--- src/hw/rtl/ledser_pkg.sv ---
// package for the led driver command serialiser
// holds field widths, command and micro-program codes, the control word rom
// no dependencies
`timescale 1ns / 1ps

package ledser_pkg;

   localparam int LANES_DEF     = 9;
   localparam int WORD_BITS_DEF = 16;
   localparam int TYPE_W        = 2;
   localparam int COUNT_W       = 5;
   localparam int WORD_W        = 16;
   localparam int GREY_W        = 8;
   localparam int GREY_LANES    = 9;
   localparam int GREY_WORD_W   = 2 * GREY_W;
   localparam int SDI_W         = 9;
   localparam int MAX_CLK       = 16;
   localparam int STEP_W        = $clog2(MAX_CLK);

   typedef enum logic [TYPE_W-1:0] {
      CMD_SHIFT = 2'd0,
      CMD_MARK  = 2'd1,
      CMD_ROW   = 2'd2,
      CMD_GREY  = 2'd3
   } cmd_kind_type;

   // micro-program addresses
   typedef enum logic [2:0] {
      UPC_IDLE,
      UPC_SHIFT,
      UPC_MARK,
      UPC_ROW,
      UPC_GREY
   } upc_type;

   typedef enum logic [1:0] {
      SRC_ZERO,
      SRC_WORD,
      SRC_GREY
   } src_type;

   typedef enum logic [1:0] {
      LE_OFF,
      LE_TAIL,
      LE_ON,
      LE_FINAL
   } le_mode_type;

   typedef enum logic {
      JMP_DISPATCH,
      JMP_LOOP
   } jmp_type;

   typedef struct packed {
      logic        emit;
      src_type     src;
      le_mode_type le_mode;
      logic        row;
      jmp_type     jmp;
   } ucode_type;

   // sequencer to datapath control
   typedef struct packed {
      logic              load;
      logic              emit;
      src_type           src;
      le_mode_type       le_mode;
      logic              row;
      logic              last;
      logic [STEP_W-1:0] step;
   } ctrl_type;

   // control word rom, one word per micro-program address
   function automatic ucode_type ucode_rom(upc_type addr);
      ucode_type w;
      w = '{emit: 1'b0, src: SRC_ZERO, le_mode: LE_OFF, row: 1'b0, jmp: JMP_DISPATCH};
      case (addr)
         UPC_IDLE: begin
            w = '{emit: 1'b0, src: SRC_ZERO, le_mode: LE_OFF, row: 1'b0,
                  jmp: JMP_DISPATCH};
         end
         UPC_SHIFT: begin
            w = '{emit: 1'b1, src: SRC_WORD, le_mode: LE_TAIL, row: 1'b0,
                  jmp: JMP_LOOP};
         end
         UPC_MARK: begin
            w = '{emit: 1'b1, src: SRC_ZERO, le_mode: LE_ON, row: 1'b0,
                  jmp: JMP_LOOP};
         end
         UPC_ROW: begin
            w = '{emit: 1'b1, src: SRC_ZERO, le_mode: LE_OFF, row: 1'b1,
                  jmp: JMP_LOOP};
         end
         UPC_GREY: begin
            w = '{emit: 1'b1, src: SRC_GREY, le_mode: LE_FINAL, row: 1'b0,
                  jmp: JMP_LOOP};
         end
         default: begin
            w = '{emit: 1'b0, src: SRC_ZERO, le_mode: LE_OFF, row: 1'b0,
                  jmp: JMP_DISPATCH};
         end
      endcase
      return w;
   endfunction

   // driven lanes of the sdi field
   function automatic logic [SDI_W-1:0] lane_mask(int lanes);
      logic [SDI_W-1:0] m;
      m = '0;
      for (int k = 0; k < SDI_W; k++) begin
         m[k] = (k < lanes);
      end
      return m;
   endfunction

endpackage

--- src/hw/rtl/ledser_sequencer.sv ---
// micro-program sequencer: program counter, step counter, dispatch on command kind
// depends on ledser_pkg
`timescale 1ns / 1ps

module ledser_sequencer #(
   parameter int WORD_BITS = ledser_pkg::WORD_BITS_DEF
) (
   input  logic                                clock,
   input  logic                                reset,
   input  logic                                req_valid,
   input  logic [ledser_pkg::TYPE_W-1:0]       req_type,
   input  logic [ledser_pkg::COUNT_W-1:0]      req_count,
   input  logic                                output_enable,
   input  logic                                out_ready,
   output logic                                req_stall,
   output logic                                idle,
   output ledser_pkg::ctrl_type                ctrl
);

   localparam int STEP_W  = ledser_pkg::STEP_W;
   localparam int COUNT_W = ledser_pkg::COUNT_W;

   ledser_pkg::upc_type          upc_ff, upc_in;
   logic [STEP_W-1:0]            step_ff, step_in;
   logic [STEP_W-1:0]            end_ff, end_in;
   ledser_pkg::ucode_type        uword;
   ledser_pkg::cmd_kind_type     kind;
   logic                         cmd_ok;
   logic                         accept;
   logic                         fire;
   logic                         at_end;

   always_ff @(posedge clock) begin
      if (reset) begin
         upc_ff  <= ledser_pkg::UPC_IDLE;
         step_ff <= '0;
         end_ff  <= '0;
      end else begin
         upc_ff  <= upc_in;
         step_ff <= step_in;
         end_ff  <= end_in;
      end
   end

   always_comb begin
      uword     = ledser_pkg::ucode_rom(upc_ff);
      kind      = ledser_pkg::cmd_kind_type'(req_type);
      req_stall = (uword.jmp != ledser_pkg::JMP_DISPATCH);
      idle      = !req_stall;
      accept    = req_valid && !req_stall;
      at_end    = (step_ff == end_ff);
      fire      = uword.emit && out_ready;

      case (kind)
         ledser_pkg::CMD_SHIFT: cmd_ok = (req_count <= COUNT_W'(WORD_BITS));
         ledser_pkg::CMD_GREY:  cmd_ok = 1'b1;
         default: begin
            cmd_ok = (req_count != '0) && (req_count <= COUNT_W'(ledser_pkg::MAX_CLK));
         end
      endcase
      cmd_ok = cmd_ok && output_enable;

      upc_in  = upc_ff;
      step_in = step_ff;
      end_in  = end_ff;

      case (uword.jmp)
         ledser_pkg::JMP_DISPATCH: begin
            if (accept && cmd_ok) begin
               step_in = '0;
               case (kind)
                  ledser_pkg::CMD_SHIFT: begin
                     upc_in = ledser_pkg::UPC_SHIFT;
                     end_in = STEP_W'(WORD_BITS - 1);
                  end
                  ledser_pkg::CMD_MARK: begin
                     upc_in = ledser_pkg::UPC_MARK;
                     end_in = STEP_W'(req_count - COUNT_W'(1));
                  end
                  ledser_pkg::CMD_ROW: begin
                     upc_in = ledser_pkg::UPC_ROW;
                     end_in = STEP_W'(req_count - COUNT_W'(1));
                  end
                  default: begin
                     upc_in = ledser_pkg::UPC_GREY;
                     end_in = STEP_W'(WORD_BITS - 1);
                  end
               endcase
            end
         end
         ledser_pkg::JMP_LOOP: begin
            if (fire) begin
               if (at_end) begin
                  upc_in = ledser_pkg::UPC_IDLE;
               end else begin
                  step_in = step_ff + STEP_W'(1);
               end
            end
         end
         default: begin
            upc_in = ledser_pkg::UPC_IDLE;
         end
      endcase

      ctrl.load    = accept;
      ctrl.emit    = fire;
      ctrl.src     = uword.src;
      ctrl.le_mode = uword.le_mode;
      ctrl.row     = uword.row;
      ctrl.last    = at_end;
      ctrl.step    = step_ff;
   end

`ifndef SYNTH
   a_step_in_range: assert property (@(posedge clock) disable iff (reset)
      upc_ff != ledser_pkg::UPC_IDLE |-> step_ff <= end_ff)
      else $error("step counter ran past the final clock");

   a_good_cmd_starts: assert property (@(posedge clock) disable iff (reset)
      accept && cmd_ok |=> upc_ff != ledser_pkg::UPC_IDLE)
      else $error("accepted command did not start its program");

   a_last_returns_idle: assert property (@(posedge clock) disable iff (reset)
      fire && at_end |=> upc_ff == ledser_pkg::UPC_IDLE)
      else $error("program did not return to idle after final clock");

   a_no_emit_idle: assert property (@(posedge clock) disable iff (reset)
      upc_ff == ledser_pkg::UPC_IDLE |-> !ctrl.emit)
      else $error("clock issued while idle");
`endif

endmodule

--- src/hw/rtl/ledser_datapath.sv ---
// datapath: word and grey shift registers, le tail compare, output register
// depends on ledser_pkg
`timescale 1ns / 1ps

module ledser_datapath #(
   parameter int LANES     = ledser_pkg::LANES_DEF,
   parameter int WORD_BITS = ledser_pkg::WORD_BITS_DEF
) (
   input  logic                                clock,
   input  logic                                reset,
   input  ledser_pkg::ctrl_type                ctrl,
   input  logic [ledser_pkg::COUNT_W-1:0]      req_count,
   input  logic [ledser_pkg::WORD_W-1:0]       req_word,
   input  logic [ledser_pkg::GREY_W-1:0]       grey [ledser_pkg::GREY_LANES],
   input  logic                                rsp_stall,
   output logic                                out_ready,
   output logic                                rsp_valid,
   output logic [ledser_pkg::SDI_W-1:0]        rsp_sdi_lanes,
   output logic                                rsp_latch_enable,
   output logic                                rsp_row_sync,
   output logic                                rsp_last
);

   localparam int SDI_W   = ledser_pkg::SDI_W;
   localparam int GL      = ledser_pkg::GREY_LANES;
   localparam int GWW     = ledser_pkg::GREY_WORD_W;
   localparam int COUNT_W = ledser_pkg::COUNT_W;
   localparam int SUM_W   = COUNT_W + 1;
   localparam logic [SDI_W-1:0] LANE_MASK = ledser_pkg::lane_mask(LANES);

   logic [WORD_BITS-1:0]  word_ff, word_in;
   logic [GWW-1:0]        grey_ff [GL];
   logic [GWW-1:0]        grey_in [GL];
   logic [COUNT_W-1:0]    tail_ff, tail_in;
   logic                  valid_ff, valid_in;
   logic [SDI_W-1:0]      sdi_ff, sdi_in;
   logic                  le_ff, le_in;
   logic                  row_ff, row_in;
   logic                  last_ff, last_in;
   logic [SDI_W-1:0]      grey_bits;
   logic [SUM_W-1:0]      tail_pos;

   always_ff @(posedge clock) begin
      if (reset) begin
         valid_ff <= 1'b0;
      end else begin
         valid_ff <= valid_in;
      end
   end

   always_ff @(posedge clock) begin
      word_ff <= word_in;
      tail_ff <= tail_in;
      sdi_ff  <= sdi_in;
      le_ff   <= le_in;
      row_ff  <= row_in;
      last_ff <= last_in;
      for (int k = 0; k < GL; k++) begin
         grey_ff[k] <= grey_in[k];
      end
   end

   always_comb begin
      out_ready = !valid_ff || !rsp_stall;

      // grey lanes beyond the nine inputs carry zero
      grey_bits = '0;
      for (int k = 0; k < GL; k++) begin
         grey_bits[k] = grey_ff[k][GWW-1];
      end

      tail_pos = SUM_W'(ctrl.step) + SUM_W'(tail_ff);

      word_in = word_ff;
      tail_in = tail_ff;
      for (int k = 0; k < GL; k++) begin
         grey_in[k] = grey_ff[k];
      end

      if (ctrl.load) begin
         word_in = req_word[WORD_BITS-1:0];
         tail_in = req_count;
         for (int k = 0; k < GL; k++) begin
            grey_in[k] = {grey[k], grey[k]};   // times 257
         end
      end else if (ctrl.emit) begin
         word_in = word_ff << 1;
         for (int k = 0; k < GL; k++) begin
            grey_in[k] = grey_ff[k] << 1;
         end
      end

      case (ctrl.src)
         ledser_pkg::SRC_WORD: sdi_in = word_ff[WORD_BITS-1] ? LANE_MASK : '0;
         ledser_pkg::SRC_GREY: sdi_in = grey_bits & LANE_MASK;
         default:              sdi_in = '0;
      endcase

      case (ctrl.le_mode)
         ledser_pkg::LE_TAIL: begin
            le_in = (tail_ff != '0) && (tail_pos >= SUM_W'(WORD_BITS));
         end
         ledser_pkg::LE_ON:    le_in = 1'b1;
         ledser_pkg::LE_FINAL: le_in = ctrl.last;
         default:              le_in = 1'b0;
      endcase

      row_in  = ctrl.row;
      last_in = ctrl.last;

      if (!ctrl.emit) begin
         sdi_in  = sdi_ff;
         le_in   = le_ff;
         row_in  = row_ff;
         last_in = last_ff;
      end

      valid_in = ctrl.emit || (valid_ff && rsp_stall);
   end

   assign rsp_valid        = valid_ff;
   assign rsp_sdi_lanes    = sdi_ff;
   assign rsp_latch_enable = le_ff;
   assign rsp_row_sync     = row_ff;
   assign rsp_last         = last_ff;

endmodule

--- src/hw/rtl/led_driver_le_command_serializer_top.sv ---
// top level of the led driver command serialiser
// instantiates ledser_sequencer and ledser_datapath, uses ledser_pkg
`timescale 1ns / 1ps

// channel   direction  handshake               carries
// req_      in         req_valid / req_stall   one command item
// rsp_      out        rsp_valid / rsp_stall   pin states of one dclk pulse
// csr_      in         csr_valid / csr_ready   output_enable write data
//
// an item is taken, then its program issues one dclk result per cycle while
// rsp_stall does not hold the output register: WORD_BITS results for a shift
// or grey latch, count results for a marker or row pulse; the next item is
// taken the cycle after the final result issues
// synchronous active-high reset: idle, output disabled, no result pending
// rsp_stall freezes the output register and the step counter until released

module led_driver_le_command_serializer_top #(
   parameter int LANES     = ledser_pkg::LANES_DEF,
   parameter int WORD_BITS = ledser_pkg::WORD_BITS_DEF
) (
   input  logic                                clock,
   input  logic                                reset,
   // command items
   input  logic                                req_valid,
   output logic                                req_stall,
   input  logic [ledser_pkg::TYPE_W-1:0]       req_type,
   input  logic [ledser_pkg::COUNT_W-1:0]      req_count,
   input  logic [ledser_pkg::WORD_W-1:0]       req_word,
   input  logic [ledser_pkg::GREY_W-1:0]       req_grey_r1,
   input  logic [ledser_pkg::GREY_W-1:0]       req_grey_g1,
   input  logic [ledser_pkg::GREY_W-1:0]       req_grey_b1,
   input  logic [ledser_pkg::GREY_W-1:0]       req_grey_r2,
   input  logic [ledser_pkg::GREY_W-1:0]       req_grey_g2,
   input  logic [ledser_pkg::GREY_W-1:0]       req_grey_b2,
   input  logic [ledser_pkg::GREY_W-1:0]       req_grey_r3,
   input  logic [ledser_pkg::GREY_W-1:0]       req_grey_g3,
   input  logic [ledser_pkg::GREY_W-1:0]       req_grey_b3,
   // per-dclk results
   output logic                                rsp_valid,
   input  logic                                rsp_stall,
   output logic [ledser_pkg::SDI_W-1:0]        rsp_sdi_lanes,
   output logic                                rsp_latch_enable,
   output logic                                rsp_row_sync,
   output logic                                rsp_last,
   // configuration write
   input  logic                                csr_valid,
   output logic                                csr_ready,
   input  logic                                csr_output_enable
);

   logic                        enable_ff, enable_in;
   logic                        idle;
   logic                        out_ready;
   ledser_pkg::ctrl_type        ctrl;
   logic [ledser_pkg::GREY_W-1:0] grey [ledser_pkg::GREY_LANES];

   // lane order r1 g1 b1 r2 g2 b2 r3 g3 b3
   assign grey[0] = req_grey_r1;
   assign grey[1] = req_grey_g1;
   assign grey[2] = req_grey_b1;
   assign grey[3] = req_grey_r2;
   assign grey[4] = req_grey_g2;
   assign grey[5] = req_grey_b2;
   assign grey[6] = req_grey_r3;
   assign grey[7] = req_grey_g3;
   assign grey[8] = req_grey_b3;

   // writes are taken once no command is running and no result is pending
   assign csr_ready = idle && !rsp_valid;

   always_ff @(posedge clock) begin
      if (reset) begin
         enable_ff <= 1'b0;
      end else begin
         enable_ff <= enable_in;
      end
   end

   always_comb begin
      enable_in = enable_ff;
      if (csr_valid && csr_ready) begin
         enable_in = csr_output_enable;
      end
   end

   // micro-program sequencer: dispatch, step count, control word per clock
   ledser_sequencer #(
      .WORD_BITS (WORD_BITS)
   ) u_seq (
      .clock         (clock),
      .reset         (reset),
      .req_valid     (req_valid),
      .req_type      (req_type),
      .req_count     (req_count),
      .output_enable (enable_ff),
      .out_ready     (out_ready),
      .req_stall     (req_stall),
      .idle          (idle),
      .ctrl          (ctrl)
   );

   // shift registers and the result register
   ledser_datapath #(
      .LANES     (LANES),
      .WORD_BITS (WORD_BITS)
   ) u_dp (
      .clock            (clock),
      .reset            (reset),
      .ctrl             (ctrl),
      .req_count        (req_count),
      .req_word         (req_word),
      .grey             (grey),
      .rsp_stall        (rsp_stall),
      .out_ready        (out_ready),
      .rsp_valid        (rsp_valid),
      .rsp_sdi_lanes    (rsp_sdi_lanes),
      .rsp_latch_enable (rsp_latch_enable),
      .rsp_row_sync     (rsp_row_sync),
      .rsp_last         (rsp_last)
   );

endmodule
--- config.mk ---
export PLATFORM = sky130hd
export DESIGN_NAME = led_driver_le_command_serializer_top
export DESIGN_NICKNAME = d
export VERILOG_FILES = /design/src/hw/rtl/ledser_pkg.sv /design/src/hw/rtl/ledser_sequencer.sv /design/src/hw/rtl/ledser_datapath.sv /design/src/hw/rtl/led_driver_le_command_serializer_top.sv
export SDC_FILE = /design/constraint.sdc
export NUM_CORES = 1
export LEC_CHECK = 0
export BUFFER_PORTS_ARGS = -buffer_cell sky130_fd_sc_hd__buf_2
export CORE_ASPECT_RATIO = 0.8
export CORE_MARGIN = 5
export CORE_UTILIZATION = 36
export CTS_BUF_LIST = sky130_fd_sc_hd__clkbuf_4
export CTS_CLUSTER_DIAMETER = 30
export CTS_CLUSTER_SIZE = 28
export DETAILED_ROUTE_END_ITERATION = 12
export GPL_ROUTABILITY_DRIVEN = 0
export PLACE_DENSITY = 0.65
export SLEW_MARGIN = 30
export SYNTH_ARGS = -nofsm -noshare
export SYNTH_HDL_FRONTEND = slang
export SYNTH_SLANG_ARGS = --single-unit
--- constraint.sdc ---
create_clock -name clock -period 8.5 [get_ports clock]
set_input_delay 2.55 -clock clock [delete_from_list [all_inputs] [get_ports clock]]
set_output_delay 2.55 -clock clock [all_outputs]
set_load 0.05 [all_outputs]
-- Yosys cells after proc, flatten, opt, wreduce, memory -nomap -nowiden
Memory sizes are Yosys's and may differ from the RTL's.
Index checks and enable logic that the tools add are counted.
- logic and storage cells: 76
- memories kept: 1
- memory bits (writable): 144
- bits of input ports: 101
- output and inout port bits: 15
- bits in registers: 46
- memory list (memory ; words ; width ; read ports ; clocked after memory_dff ; write ports ; RTL line ; source):
    u_dp.grey_ff ; 9 ; 16 ; 9 ; 0 ; 9 ; ledser_datapath.sv:32 ; logic [GWW-1:0] grey_ff [GL];
- reduce and logical (&&, ||, !) cells: 22
- $lt $le $gt $ge: 2
- muxes and demuxes: 19
- equal/unequal tests: 17
- bitwise logic cells: 1
- $add $sub $neg: 3
- operator list (operator ; number):
    $mux 144 ; 2
    $mux 16 ; 2
    $pmux 7 s4 ; 1
    $pmux 9 s2 ; 1
    $mux 4 ; 4
    $eq 2x2->1 const B ; 5
    $reduce_bool 5->1 ; 2
    $logic_and 1x1->1 ; 9
    $mux 3 ; 3
    $mux 9 ; 1
    $pmux 3 s3 ; 1
    $pmux 4 s2 ; 1
    $add 4x5->6 ; 1
    $eq 2x1->1 const B ; 3
    $eq 3x2->1 const B ; 2
    $ge 6x5->1 const B ; 1
    $ne 2x2->1 const B ; 3
    $pmux 3 s2 ; 1
    $reduce_and 3->1 ; 2
    $le 5x5->1 const B ; 1
    $add 4x1->4 const B ; 1
    $eq 4x4->1 ; 1
    $sub 4x1->4 const B ; 1
    $eq 3x1->1 const B ; 1
    other kinds (11) ; 14

-- Longest topological paths before layout
Gate-level depths: netlist of run 1.
- word-level depth: 7
- depth in mapped cells: 8
- gate-level depth less buffers: 8

-- By module
A second synthesis of run 1 with hierarchy kept.
- cell total of the unflattened synthesis: 692
- area total of the unflattened synthesis: 8388.0 µm²
- by module, submodules not included (module ; times used ; seq. area each (µm²) ; cells each ; area an instance (µm²)):
    ledser_datapath ; 1 ; 5335.1 ; 593 ; 7517.2
    ledser_sequencer ; 1 ; 220.2 ; 93 ; 813.3
    led_driver_le_command_serializer_top ; 1 ; 20.0 ; 6 ; 57.6

-- Least setup slack after synthesis of run 1
No wires, ideal clock.
- path kind: input -> register
- start point: input port req_valid
- end point: memory u_dp.grey_ff[0][0] in the netlist's numbering (enable)
- required time: 7.164 ns
- library setup time: 1.336 ns
- stages: 4
- data arrival time: 5.863 ns
- buffers on the path: 2
- slack: 1.301 ns
- path through: a21bo_2 -> buf_2 -> clkbuf_1 -> nand2_1
- RTL lines (element ; RTL line ; source):
    from (decl) ; led_driver_le_command_serializer_top.sv:24 ; input logic req_valid,
    to (decl) ; ledser_datapath.sv:32 ;

==> results.md, run 1 <==
- Status: finished clean
- Critical Path AT: between 4000 and 5000 ps
- Slew Viols, Final: 0
- Synth warn: 0
- # rows: 48
- Largest net degree at the start of global routing: 100
- Cells along the critical path: buf_2 > a21bo_4 > clkinv_2 > buf_4 > and2_1 > a21o_1
- Asr flop ratio synth: 0
- Setup_tns: 0 ps
- # hold bufs at CTS: 0
- Die Y: 143 microns
- R2R setup slack: slightly above 5000 ps
- Hold Violations, Final: 0
- Minimum clock period: about 4600 ps
- CP Capture Type: register
- First-pass GRT wire length: around 26000 microns
- Setup Crit Path Kind: input pin to register
- Leak: 3.97 nW
- Clock transition at path regs: around 160 ps
- Worst-Skew Late Latency: 570 ps
- Total grt overflow: 0
- Buffers on Ports: 115
- Pwr Density: 204 nW/um^2
- Total CTS buffers: 17
- Max Clock Skew: 25.2 ps
- Placement Cell Area: 8800 sq um
- EDFF count, synth: 177
- Crit share post-route: 0.545
- Fin area: 9090 sq um
- Synth cell types: 38
- MaxCap Viol Count: 0
- Antenna cells: 0
- Initial Util: 0.367
- Nets: 936
- Root Driver: clkbuf_4
- Most common cell after layout, fill and taps aside: nand2_1
- WP buf/inv: 3
- Sink Count: 190
- Syn Std Cell Area: 7960 sq um
- Routed WL per cell: 14.5 microns
- Die X: between 150 and 200 microns
- Sequential share of the synthesized area: 0.700
- Number of global-route vias before repair: 5016
- Initial antenna violation count: 0
- Hold WC Path Type: register to register
- Max clock buf depth: 2
- Peak supply drop: 0.0837 mV
- FMAX: roughly 0.22 GHz
- Post-CTS Setup Bufs: 0
- Max stage delay on crit path: between 600 and 700 ps
- Worst-margin pin slew: 803 ps
- Setup Viol. Count Final: 0
- Startpoint Class: input pin
- Ports: 116
- Avg Cell Area, Syn: about 11 sq um
- Total number of vias: 5232
- CP top delay family: buffers and inverters
- Syn_nets: 829
- RSZ-0062 raised after global routing: false
- Slowest CP cell: clkinv_2
- Critical Path RT: a little under 9000 ps
- Flops & latches, synth: 190
- Worst slew margin: 0.465
- Final Routed Wirelength: around 17000 microns
- Gate count after technology mapping: 716
- Layout cell share with drive strength beyond 1: 0.187
- Placeable Area: 21700 sq um
- Most frequent cells in the layout: nand2_1, edfxtp_1, buf_2
- PostCTS Resize Cnt: 0
- Max H-tree Level: 4
- Most used DFF post-synth: edfxtp_1
- Hpwl dp: 10800 microns
- Via density per instance: 4.61
- Antenna viol nets, final: 0
- TritonCTS clock tree: yes
- Worst Path Max Fanout: between 50 and 60
- Die area: between 20000 and 30000 sq um
- Synth-to-layout area growth: 14.2%
- DRC viols: 0
- Iter 0 DRT Violations: 525
- TritonRoute pass-1 iters: 5
- GRT Util Overall: 0.131
==> report_power, final <==
group / total [mW] / switching, mW / internal, mW
Combinational: 0.194 / 0.132 / 0.0621
Clock: 0.498 / 0.337 / 0.161
Sequential: 1.17 / 0.0264 / 1.14
==> registers in the layout, indices dropped and copies added, names as in the netlist <==
| name | cells |
|---|---|
| u_dp.grey_ff | 144 |
| u_dp.word_ff | 16 |
| u_dp.rsp_sdi_lanes | 9 |
| u_dp.tail_ff | 5 |
| u_seq.end_ff | 4 |
| u_seq.step_ff | 4 |
| u_seq.upc_ff | 3 |
| enable_ff | 1 |
| u_dp.rsp_last | 1 |
| u_dp.rsp_latch_enable | 1 |
| u_dp.rsp_row_sync | 1 |
| u_dp.rsp_valid | 1 |
==> through the flow <==
| step | total power, mW | cells | utilization | setup WS (ps) | hold WS [ps] |
|---|---|---|---|---|---|
| after floorplan | 1.32 | 716 | - | 1300 | 478 |
| after global placement | 1.38 | 1104 | 0.406 | 3230 | 494 |
| after detailed placement | 1.39 | 1104 | 0.406 | 3200 | 499 |
| after CTS | 1.88 | 1136 | 0.419 | 3860 | 520 |
| after global routing | 1.96 | 1136 | 0.419 | 3710 | 541 |
| final | 1.86 | 1136 | 0.419 | 3870 | 520 |
==> area by class of cell <==
class | instances | area [sq um]
multi-input combinational | 481 | 2190
fill | 2127 | 12600
clock buffer | 18 | 135
sequential | 190 | 5580
timing repair buffer | 119 | 613
tap | 300 | 375
clock inverter | 14 | 154
inverter | 14 | 53.8
==> synth_stat cells (2+ instances only) <==
cell	instances	area, sq um
xnor2_1	6	52.6
and2_1	11	68.8
a311oi_1	4	35.0
a21o_1	10	75.1
nand4_1	3	18.8
o221ai_1	3	26.3
a21oi_1	19	95.1
o21ai_0	2	10.0
o31ai_1	2	15.0
buf_2	6	30.0
nand3_1	4	20.0
nand2_1	375	1410
or4_1	2	15.0
clkbuf_1	17	63.8
dfxtp_1	13	260
ha_1	12	150
nor3_1	4	20.0
a211oi_1	3	22.5
nor2_1	7	26.3
o41ai_1	2	17.5
buf_4	7	52.6
inv_1	12	45.0
edfxtp_1	177	5320
==> cell families (layout without fill, tap and decap cells) <==
| kind of cell | count (synthesis) | count (layout) | share of synthesized area |
|---|---|---|---|
| compound gates | 49 | 49 | 0.0420 |
| xor+xnor | 6 | 6 | 0.00660 |
| fa+ha+maj | 12 | 12 | 0.0189 |
| buf+inv | 45 | 165 | 0.0266 |
| flops | 190 | 190 | 0.700 |
| mux | 1 | 1 | 0.00126 |
| simple gates | 413 | 413 | 0.204 |
==> metal layers <==
layer,share of wire,GRT usage
met2,0.45,0.201
met1,0.49,0.188
met4,0.0046,0.0320
met5,0,0
met3,0.057,0.0363
==> worst paths after layout <==
| check | from | to | cells after the start |
|---|---|---|---|
| setup / recovery | req_valid | u_dp.grey_ff[0][8] | 6 |
| hold reg to reg | u_dp.word_ff[14] | u_dp.word_ff[15] | 2 |
| hold / removal | u_dp.word_ff[14] | u_dp.word_ff[15] | 2 |
| setup reg to reg | u_seq.upc_ff[1] | u_dp.grey_ff[0][8] | 6 |
==> worst register-to-register path, cell delays in order, from the launching register on <==
cell      delay (ps)
dfxtp_1          370
o21ai_0          490
a21bo_4          670
clkinv_2         690
buf_4            520
and2_1           340
a21o_1           150
(Power assumes the default switching activity.)
==> run 2, diff against run 1 <==
--- a/config.mk
+++ b/config.mk
@@ -14,7 +14,7 @@
 export CTS_CLUSTER_SIZE = 28
 export DETAILED_ROUTE_END_ITERATION = 12
 export GPL_ROUTABILITY_DRIVEN = 0
-export PLACE_DENSITY = 0.65
+export PLACE_DENSITY = 0.67
 export SLEW_MARGIN = 30
 export SYNTH_ARGS = -nofsm -noshare
 export SYNTH_HDL_FRONTEND = slang
==> constraint.sdc (replaced) <==
create_clock -name clock -period 4.2 [get_ports clock]
set_input_delay 1.26 -clock clock [delete_from_list [all_inputs] [get_ports clock]]
set_output_delay 1.26 -clock clock [all_outputs]
set_load 0.05 [all_outputs]
==> run 2 against run 1 <==
Net effect: combinational power increased by 110%; worst setup slack got worse by 2900 ps; highest routed layer unchanged; routed wire length about the same; global-route usage increased by 0.15 points; sequential share of layout area decreased by 0.18 points.
==> results.md, run 2 (synthesis results as in run 1) <==
- Status: finished clean
- Initial antenna violation count: 1 (+1)
- Max reg flops: 144 (unchanged)
- FMAX: 0.314 GHz
- Final Routed Wirelength: 16500 microns (about the same)
- Non-Filler Instances: 1140 (+0.35%)
- Max H-tree Level: 4 (unchanged)
- Total power: 3.69 mW (+99%)
- Crit share post-route: 0.758
- MaxCap Viol Count: 0 (unchanged)
- Post-CTS Setup Bufs: 0 (unchanged)
- Critical Path RT: 2940 ps (-5900 ps)
- Antenna viol nets, final: 0 (unchanged)
- CP top delay family: simple AND/OR/NAND/NOR gates
- PostCTS Resize Cnt: 0 (unchanged)
- Setup Crit Path Kind: register to primary output
- Max clock buf depth: 2 (unchanged)
- Total grt overflow: 0 (unchanged)
- DRC viols: 0 (unchanged)
- Worst-margin pin slew: 789 ps (-13.2 ps)
- Total number of vias: 5252 (+0.38%)
- Peak supply drop: 0.154 mV (+84%)
- First-pass GRT wire length: 26100 microns (+1.6%)
- Initial Util: 0.367 (unchanged)
- Die area: 25200 sq um (unchanged)
- Number of global-route vias before repair: 5199 (+3.6%)
- Max Clock Skew: 25.0 ps (-0.168 ps)
- Hold Violations, Final: 0 (unchanged)
- Cells along the critical path: or3_4 > and2_1 > nor2_1 > buf_2
- Most common cell after layout, fill and taps aside: nand2_1
- # hold bufs at CTS: 0 (unchanged)
- Layout cell share with drive strength beyond 1: 0.188 (+0.00172)
- Die X: 176 microns (unchanged)
- Iter 0 DRT Violations: 447 (-15%)
- # rows: 48 (unchanged)
- Nets: 939 (+0.32%)
- Hold WC Path Type: register to register
- Setup_tns: 0 ps (unchanged)
- TritonRoute pass-1 iters: 6 (+1)
- Hpwl dp: 11000 microns (+1.7%)
- Worst Path Max Fanout: 7 (-88%)
- GRT Util Overall: 0.133 (+0.00153)
- Pwr Density: 405 nW/um^2 (+98%)
- Largest net degree at the start of global routing: 99 (-1.0%)
- Worst slew margin: 0.474 (+0.00882)
- Critical Path AT: 1930 ps (-3040 ps)
- Largest Register: u_dp.grey_ff
- Final core occ: 0.421 (+0.00127)
- Die Y: 143 microns (unchanged)
- Worst Hold Slack: 522 ps (+2.08 ps)
- Startpoint Class: register
- Slew Viols, Final: 0 (unchanged)
- Clock transition at path regs: 160 ps (about the same)
- Sink Count: 190 (unchanged)
- Buffers on Ports: 115 (unchanged)
- WP buf/inv: 1 (-2)
- RSZ-0062 raised after global routing: false
- TritonCTS clock tree: yes
- Synth-to-layout area growth: 14.6%
- Slowest CP cell: or3_4
- Leak: 3.99 nW (+0.45%)
- Most frequent cells in the layout: nand2_1, edfxtp_1, buf_2
- CP Capture Type: primary output
- Max stage delay on crit path: 430 ps (-240 ps)
- FILL cells: 2099 (-1.3%)
- Total CTS buffers: 17 (unchanged)
- DP Cell Count: 1107 (+0.27%)
- Minimum clock period: 3190 ps
- Routed WL per cell: 14.5 microns (-0.38%)
- Ports: 116 (unchanged)
- Worst-Skew Late Latency: 570 ps (about the same)
- Via density per instance: 4.61 (about the same)
- Root Driver: clkbuf_4
- Setup Viol. Count Final: 0 (unchanged)
- Placeable Area: 21700 sq um (unchanged)
-- run 2: cell types whose count changed in the layout (fill, tap and decap cells not counted), sizes merged --
cell,delta
buf,+3
clkinv,+4
clkinvlp,-1
diode,+1
inv,-3
-- run 2: through the flow --
stage / instance area [sq um] / worst slack, ps
after detailed placement: 8870 / 880
after global routing: 9120 / 855
final: 9120 / 1010
after floorplan: 7970 / 799
after global placement: 8870 / 924
after CTS: 9120 / 953
-- run 2: final cells by class --
class                      count  area (sq um)  area share
sequential                   190          5580       0.611
multi-input combinational    481          2200       0.241
timing repair buffer         122           666      0.0730
tap                          300           375      0.0411
clock buffer                  18           135      0.0148
clock inverter                14           118      0.0129
inverter                      14          53.8     0.00590
antenna                        1          2.50    0.000274
-- run 2: worst min-delay path: stages, from the launching register on --
cell      delay (ps)
edfxtp_1         350
nand2_1           40
nand2_1           50
-- run 2: power by group --
group,internal (mW),switching [mW],total (mW)
sequential,2.31,0.0540,2.36
clock,0.301,0.628,0.929
combinational,0.135,0.270,0.405
total,2.74,0.952,3.69
-- run 2: worst paths after layout --
| path | to | depth (start not counted) | start | slack [ps] |
|---|---|---|---|---|
| worst max-delay path | csr_ready | 4 | u_seq.upc_ff[2] | 1010 |
| worst max register to register | u_dp.grey_ff[0][104] | 6 | u_seq.upc_ff[1] | 1470 |
| worst min-delay path | u_dp.grey_ff[0][14] | 2 | u_dp.grey_ff[0][13] | 520 |
| worst min register to register | u_dp.grey_ff[0][14] | 2 | u_dp.grey_ff[0][13] | 520 |
-- run 2: routing by layer --
layer  track usage  up-vias  routed length (microns)  share of wire
met4        0.0361        0                      189          0.011
met3        0.0368       13                     1100          0.067
met1         0.191     2468                     7860           0.48
li1              -     2633                        -              -
met2         0.199      138                     7360           0.45
met5             0        -                        0              0
==> run 3, diff against run 2 <==
--- a/config.mk
+++ b/config.mk
@@ -5,6 +5,7 @@
 export SDC_FILE = /design/constraint.sdc
 export NUM_CORES = 1
 export LEC_CHECK = 0
+export ABC_AREA = 1
 export BUFFER_PORTS_ARGS = -buffer_cell sky130_fd_sc_hd__buf_2
 export CORE_ASPECT_RATIO = 0.8
 export CORE_MARGIN = 5
@@ -14,7 +15,7 @@
 export CTS_CLUSTER_SIZE = 28
 export DETAILED_ROUTE_END_ITERATION = 12
 export GPL_ROUTABILITY_DRIVEN = 0
-export PLACE_DENSITY = 0.67
+export PLACE_DENSITY = 0.64
 export SLEW_MARGIN = 30
 export SYNTH_ARGS = -nofsm -noshare
 export SYNTH_HDL_FRONTEND = slang
==> constraint.sdc (replaced) <==
create_clock -name clock -period 3 [get_ports clock]
set_input_delay 0.9 -clock clock [delete_from_list [all_inputs] [get_ports clock]]
set_output_delay 0.9 -clock clock [all_outputs]
set_load 0.05 [all_outputs]
==> run 3 against run 2 <==
Net effect: sequential power up 120%; synthesized cell count is 11% higher; count of clock-buffer cells in the layout decreased by 1; register-to-register slack worse by 730 ps; die area grew 1.8%; clock power up 55%; final cell count rose by 7.8%; flip-flop and latch count unchanged; critical path depth is 1 higher; sequential share of layout area fell by 2.1 points; cell area grew 3.5%; critical path type unchanged; largest cell class unchanged; largest power group unchanged; highest routed layer unchanged.
==> results.md, run 3 <==
- Most used DFF post-synth: edfxtp_1
- Peak supply drop: 0.598 mV (+290%)
- Slew Viols, Final: 0 (unchanged)
- Layout cell share with drive strength beyond 1: 0.181 (-0.00739)
- Startpoint Class: register
- Hpwl dp: 10800 microns (-1.6%)
- Synth cell types: 25 (-34%)
- Antenna viol nets, final: 0 (unchanged)
- Max Clock Skew: 36.7 ps (+11.7 ps)
- # hold bufs at CTS: 0 (unchanged)
- Critical Path RT: 2100 ps (-840 ps)
- Placement Cell Area: 9130 sq um (+2.9%)
- Max H-tree Level: 4 (unchanged)
- TritonCTS clock tree: yes
- Placeable Area: 22300 sq um (+2.9%)
- Synth top area share: 0.655 (-0.0124)
- Number of global-route vias before repair: 5133 (-1.3%)
- Die area: 25700 sq um (+1.8%)
- Minimum clock period: 2680 ps
- Flops & latches, synth: 190 (unchanged)
- Final Routed Wirelength: 16300 microns (-1.3%)
- EDFF count, synth: 177 (unchanged)
- Setup Crit Path Kind: register to primary output
- Gate count after technology mapping: 796 (+11%)
- TritonRoute pass-1 iters: 5 (-1)
- CP top delay family: flip-flops
- Via density per instance: 4.42 (-4.1%)
- Clock transition at path regs: 200 ps (+40 ps)
- Cells along the critical path: inv_1 > o21ai_2 > nand2_4 > nor2_2 > clkbuf_4
- Total CTS buffers: 17 (unchanged)
- Logic gate share of total power: 0.324 (+0.214)
- Non-Filler Instances: 1229 (+7.8%)
- WP buf/inv: 2 (+1)
- Synth warn: 0 (unchanged)
- Critical Path AT: 1780 ps (-150 ps)
- Avg Cell Area, Syn: 10.2 sq um (-8.4%)
- Initial antenna violation count: 0 (-1)
- Max reg flops: 144 (unchanged)
- Top cells by count, synth: nand2_1, edfxtp_1, inv_1
- R2R setup slack: 740 ps (-730 ps)
- Fin area: 9450 sq um (+3.5%)
- Internal power: 6.20 mW (+130%)
- Nets: 1023 (+8.9%)
- Asr flop ratio synth: 0 (unchanged)
- Switching Fraction: 0.375 (+0.117)
- Max stage delay on crit path: 430 ps (about the same)
- Most frequent cells in the layout: nand2_1, edfxtp_1, buf_2
- Sequential Power Share: 0.530 (-0.109)
- Routed WL per cell: 13.3 microns (-8.5%)
- Sequential share of the synthesized area: 0.687 (-0.0130)
- Die X: 178 microns (+0.89%)
- Root Driver: clkbuf_4
- GRT Util Overall: 0.127 (-0.00582)
- Top-count cell post-synth: nand2_1
- Crit share post-route: 0.894
- Crit path from: u_seq.upc_ff[2]
- First-pass GRT wire length: 25600 microns (-1.8%)
- Iter 0 DRT Violations: 428 (-4.3%)
- CP Capture Type: primary output
- Largest area contributor in the netlist: edfxtp_1
- Leak: 4.30 nW (+7.7%)
- Buffers on Ports: 115 (unchanged)
- DRC viols: 0 (unchanged)
- MaxCap Viol Count: 0 (unchanged)
- Psw: 3.72 mW (+290%)
- Hold WC Path Type: register to register
- Slowest CP cell: dfxtp_1
- Syn Std Cell Area: 8110 sq um (+1.9%)
- Worst-Skew Late Latency: 570 ps (about the same)
- Worst Path Max Fanout: 7 (unchanged)
- Setup Viol. Count Final: 0 (unchanged)
- Max clock buf depth: 2 (unchanged)
- Total grt overflow: 0 (unchanged)
- Clock Power Share: 0.145 (-0.106)
- Status: finished clean
- FMAX: 0.373 GHz
- Syn_nets: 909 (+9.7%)
- Largest cells by area after synthesis: edfxtp_1, nand2_1, dfxtp_1
- Pwr Density: 1050 nW/um^2 (+160%)
- Total number of vias: 5430 (+3.4%)
- Reg-to-Reg Start: u_seq.upc_ff[1]
- Ports: 116 (unchanged)
- Largest Register: u_dp.grey_ff
- Worst-margin pin slew: 719 ps (-70.5 ps)
- Hold Violations, Final: 0 (unchanged)
- Antenna cells: 0 (-1)
- Worst slew margin: 0.521 (+0.0470)
- Die Y: 144 microns (+0.87%)
- Most common cell after layout, fill and taps aside: nand2_1
- Initial Util: 0.363 (-0.00373)
- Hold_sp: u_seq.end_ff[3]
- DP Cell Count: 1197 (+8.1%)
- Synth-to-layout area growth: 16.4%
- RSZ-0062 raised after global routing: false
- # rows: 49 (+2.1%)
- Largest net degree at the start of global routing: 170 (+72%)
- Sink Count: 190 (unchanged)
-- run 3: cell families (layout without fill, tap and decap cells) --
family | after synthesis | in the layout | share of synthesized area
xor gates and xnor gates | 3 | 3 | 0.00324
adders and majority gates | 12 | 12 | 0.0185
DFF | 190 | 190 | 0.687
buffers and inverters | 73 | 200 | 0.0379
and+or+nand+nor | 474 | 474 | 0.224
AOI/OAI and AO/OA | 44 | 44 | 0.0285
-- run 3: through the flow --
| stage | util | hold WS [ps] | power, mW | setup TNS, ps | setup slack, ps |
|---|---|---|---|---|---|
| global placement | 0.408 | 458 | 8.47 | 0 | 293 |
| floorplan | - | 429 | 7.59 | -162370 | -1010 |
| detailed placement | 0.409 | 461 | 8.62 | 0 | 387 |
| CTS | 0.423 | 424 | 10.1 | 0 | 49.8 |
| finish | 0.423 | 488 | 9.93 | 0 | 318 |
| global route | 0.423 | 423 | 10.7 | 0 | 93.3 |
-- run 3: per-layer routing --
layer  track usage  vias up  part of all wire
met5             0        -                 0
met4        0.0297        0            0.0078
met3        0.0348        9             0.050
met2         0.197      122              0.45
met1         0.180     2485              0.49
li1              -     2814                 -
-- run 3: final timing paths --
kind | to | cells after the start
max | csr_ready | 5
min | u_seq.end_ff[3] | 2
max reg2reg | u_dp.grey_ff[0][74] | 7
min reg2reg | u_seq.end_ff[3] | 2
-- run 3: area by class of cell --
type	instances	area, sq um
fill	2206	12900
sequential	190	5580
multi-input combinational	533	2260
timing repair buffer	125	748
tap	306	383
clock inverter	15	186
inverter	43	166
clock buffer	17	128
-- run 3: worst reg2reg max path: stages, from the launching register on --
cell and delay, ps:
dfxtp_1 380, nor2_1 140, nand2_2 110, nand2_4 140, inv_1 150, o21ai_4 550, buf_16 250, buf_12 250
-- run 3: what timing repair did --
item | 4_1_cts | 5_1_grt
gates resized for setup | 0 | 2
setup endpoints to repair | 0 | 1
buffers inserted | 0 | 0
-- run 3: power groups by stage --
stage               combinational (mW)  clock (mW)  sequential [mW]
finish                            3.22        1.44             5.26
global placement                  3.15           0             5.32
CTS                               3.28        1.52             5.29
floorplan                         1.96           0             5.63
global route                      3.67        1.62             5.40
detailed placement                3.27           0             5.35
